## src/hdl/ssld_row_mem.sv

```systemverilog
// ----------------------------------------------------------------------------
// ssld_row_mem: entry row memory
// One write port and one read port, read data registered.
// ----------------------------------------------------------------------------
module ssld_row_mem #(
  parameter int W = 8,
  parameter int D = 16
) (
  input  logic                           clk,
  input  logic                           we,
  input  logic [(D > 1 ? $clog2(D) : 1)-1:0] waddr,
  input  logic [W-1:0]                   wdata,
  input  logic                           re,
  input  logic [(D > 1 ? $clog2(D) : 1)-1:0] raddr,
  output logic [W-1:0]                   rdata
);

  logic [W-1:0] mem [D];

  // write one row
  always_ff @(posedge clk) begin
    if (we) begin
      mem[waddr] <= wdata;
    end
  end

  // read one row, hold data between reads
  always_ff @(posedge clk) begin
    if (re) begin
      rdata <= mem[raddr];
    end
  end

endmodule

```

## config.mk

```make
export PLATFORM = sky130hd
export DESIGN_NAME = ssld_row_mem
export DESIGN_NICKNAME = d
export VERILOG_FILES = /design/src/hdl/ssld_row_mem.sv
export SDC_FILE = /design/constraint.sdc
export NUM_CORES = 1
export LEC_CHECK = 0
export BUFFER_PORTS_ARGS = -buffer_cell sky130_fd_sc_hd__buf_2
export CORE_ASPECT_RATIO = 0.9
export CORE_UTILIZATION = 60
export CTS_BUF_LIST = sky130_fd_sc_hd__clkbuf_2 sky130_fd_sc_hd__clkbuf_4 sky130_fd_sc_hd__clkbuf_8
export DETAILED_ROUTE_END_ITERATION = 8
export GPL_ROUTABILITY_DRIVEN = 0
export PLACE_DENSITY = 0.78
export SYNTH_ARGS = -nofsm -noshare
export SYNTH_HDL_FRONTEND = slang
export SYNTH_SLANG_ARGS = --single-unit
export TNS_END_PERCENT = 50
```

## constraint.sdc

```tcl
create_clock -name clk -period 1.9 [get_ports clk]
set_input_delay 0.095 -clock clk [delete_from_list [all_inputs] [get_ports clk]]
set_output_delay 0.095 -clock clk [all_outputs]
set_load 0.02 [all_outputs]
```

==> impl_metrics.yaml <==
setup_path:
  worstSetupStartpointType: "flip-flop"
  cp_cell_sequence: "mux4_1 -> a22oi_1 -> nand2_1"
  crit_type: "reg -> reg"
  slowest_delay_ns: 0.53
  cp_max_fo: 1
  crit_required_ns: 2.07
  slowest_stage: "mux4_1"
  end_kind: "flip-flop"
  rr_worst_depth: 3
  cp.arrival_ns: 1.65
logic_synthesis:
  syn_nets: 248
  synth_cell_types: 18
  synth_mux_area_share_pct: 14.8
  ys_seq_elements: 136
  yosysSeqAreaShare_pct: 78.1
  yosys_warnings: 0
  synthesis.area_mm2: 0.00523
  synthXorXnorAreaFrac_pct: 0
  netlist_instances: 229
  synth_top_family_by_area: "multiplexers"
  yosys.area_share.simple_pct: 3.14
  yosys.area_share.adder_pct: 0
  synth_compound_area_share_pct: 2.30
  syn_avg_cell_area_um2: 22.8
layout:
  syn_to_final_growth_pct: 15.5
  fill_cells: 487
  nets: 304
  antennaDiodeCount: 0
  fin_area_mm2: 0.00604
  drive_above_1_share_pct: 32.6
die:
  die_width_um: 100
  num_rows: 31
  start_util_pct: 63.3
  coreArea_mm2: 0.00826
  die-height_um: 90.6
  dieArea_mm2: 0.00909
  io_pins: 27
global_routing:
  overflow: 0
  antenna_found_initial: 0
  grt_max_degree: 33
  grt_pass1_vias: 2449
  grt_pass1_wl_um: 14400
  grt_usage_pct: 23.8
timing:
  max-slew-margin-rel_pct: 73.9
  period_minus_slack_ns: 1.48
  finalHoldViolCount: 0
  rsz0062_at_grt: "no"
  setup-tns-final_ns: 0
  hold_slack_ns: 0.0391
  finalSetupViolations: 0
  fin_ws_ns: 0.424
  clock_skew_ns: 0.0123
  fmax_ghz: 0.677
  slew_violations: 0
  fin_crit_sh_pct: 77.7
  worst-slew-pin-transition_ns: 0.391
power:
  pwr_density_cell_mw_per_mm2: 1040
  swShare_pct: 20.6
  p_clk_share_pct: 40.6
  p_int_w: 0.00497
  p_seq_share_pct: 54.3
  leakagePower_nw: 2.04
  switchingPower_w: 0.00129
  peakVddDrop_mv: 0.653
  combPwrFrac_pct: 5.1
  total_power_w: 0.00626
route:
  wire_per_inst_um: 22.8
  drtAntennaViolNets: 0
  vias: 2480
  via_per_inst: 6.00
  drt_pre_antenna_iters: 4
  drc: 0
  routed_wl_um: 9430
  drt_iter0_drc: 188
clock_tree:
  clockBufferDepth: 2
  hold_buffers: 0
  cts_setup_buffers: 0
  cts-htree-levels: 4
  cts-root-buf: "clkbuf_8"
  cts_resized: 0
  clk_pin_slew_ns: 0.08
  cts_tree: "built"
  numCtsBuffers: 17
  clk_latency_ns: 0.43
  clock_sinks: 136
placed_design:
  hpwlAfterDp_um: 5950
  placed_area_mm2: 0.00560
  post-place-ws_ns: 0.178
  port_buffers: 26
status:
  status: "completed"
hold_path:
  hold_class: "in -> reg"
  min_delay_path_depth: 1
flow_run:
  drv_cap: 0
[through the flow]
stage	utilization, %	cells
6_report	73.1	413
5_1_grt	73.1	413
4_1_cts	73.1	413
3_5_place_dp	67.8	381
3_3_place_gp	67.8	381
2_1_floorplan	-	229
[layout by cell type (no fill, tap or decap)]
cell type,synthesis,routed
mux4_2,18,18
nor2_1,13,13
buf_12,0,2
or3b_2,1,1
nand3b_1,2,2
mux4_1,14,14
nand2_1,9,9
bufinv_16,0,4
edfxtp_1,136,136
nor2b_1,1,1
nand2b_1,2,2
and2_1,1,1
clkinv_4,0,4
and2b_1,1,1
clkinvlp_4,0,3
clkbuf_8,0,17
inv_6,0,2
clkbuf_4,0,1
a22oi_1,16,16
buf_2,3,26
nor3_1,4,4
buf_4,1,19
clkinv_1,0,1
nand3_1,1,1
[path summary, 6_finish.rpt]
path,from,end,slack [ns]
worst max-delay path,mem[5][2]$_DFFE_PP_,rdata[2]$_DFFE_PP_,0.42
worst min-delay path,re,rdata[0]$_DFFE_PP_,0.04
worst max register to register,mem[5][2]$_DFFE_PP_,rdata[2]$_DFFE_PP_,0.42
worst min register to register,mem[8][3]$_DFFE_PP_,rdata[3]$_DFFE_PP_,0.76
[worst max-delay path, delay by kind of cell (launching register included)]
kind,cells,cell delay [ns]
multiplexers,1,0.53
flip-flops,1,0.36
AO/OA/AOI/OAI,1,0.24
AND/OR/NAND/NOR,1,0.08
[cell families (layout without fill, tap and decap cells)]
| logic type | Yosys count | count (layout) |
|---|---|---|
| AOI/OAI and AO/OA | 16 | 16 |
| and+or+nand+nor | 35 | 35 |
| buffers and inverters | 10 | 79 |
| muxes | 32 | 32 |
| DFF | 136 | 136 |
[cell type report]
cell class	count	area [µm²]	area share, %
Multi-Input combinational cell	83	1060	17.5
Tap cell	115	144	2.38
Clock inverter	14	199	3.29
Clock buffer	18	241	4.00
Sequential cell	136	4080	67.6
Timing Repair Buffer	47	313	5.18
[power by group through the flow]
stage	sequential, W	clock [W]	combinational, W
4_1_cts	0.00340	0.00258	0.000322
5_1_grt	0.00340	0.00271	0.000344
3_5_place_dp	0.00346	0	0.000321
2_1_floorplan	0.00347	0	0.000171
3_3_place_gp	0.00346	0	0.000314
6_report	0.00340	0.00254	0.000318
[layer usage]
layer	vias up	share of wire, %	wire length [µm]	GRT usage, %
met5	-	0	0	0
met3	15	7.4	696	7.59
li1	1089	-	-	-
met4	0	1.8	165	10.1
met1	1269	42	3970	34.8
met2	107	49	4590	33.6
[Yosys cell counts]
library cell | n | area share [%]
buf_6 | 3 | 0.65
or3b_2 | 1 | 0.17
nand2b_1 | 2 | 0.24
and2b_1 | 1 | 0.14
buf_2 | 3 | 0.29
buf_4 | 1 | 0.14
nand3b_1 | 2 | 0.29
mux4_2 | 18 | 7.8
nand2_1 | 9 | 0.65
clkdlybuf4s25_2 | 3 | 0.57
nor3_1 | 4 | 0.38
edfxtp_1 | 136 | 78
and2_1 | 1 | 0.12
nor2_1 | 13 | 0.93
mux4_1 | 14 | 7.0
nand3_1 | 1 | 0.096
nor2b_1 | 1 | 0.12
a22oi_1 | 16 | 2.3
[sequential cells by signal (all words and copies together), names as in the netlist]
signal,cells
rdata,8
mem,128
(Power assumes the default switching activity.)
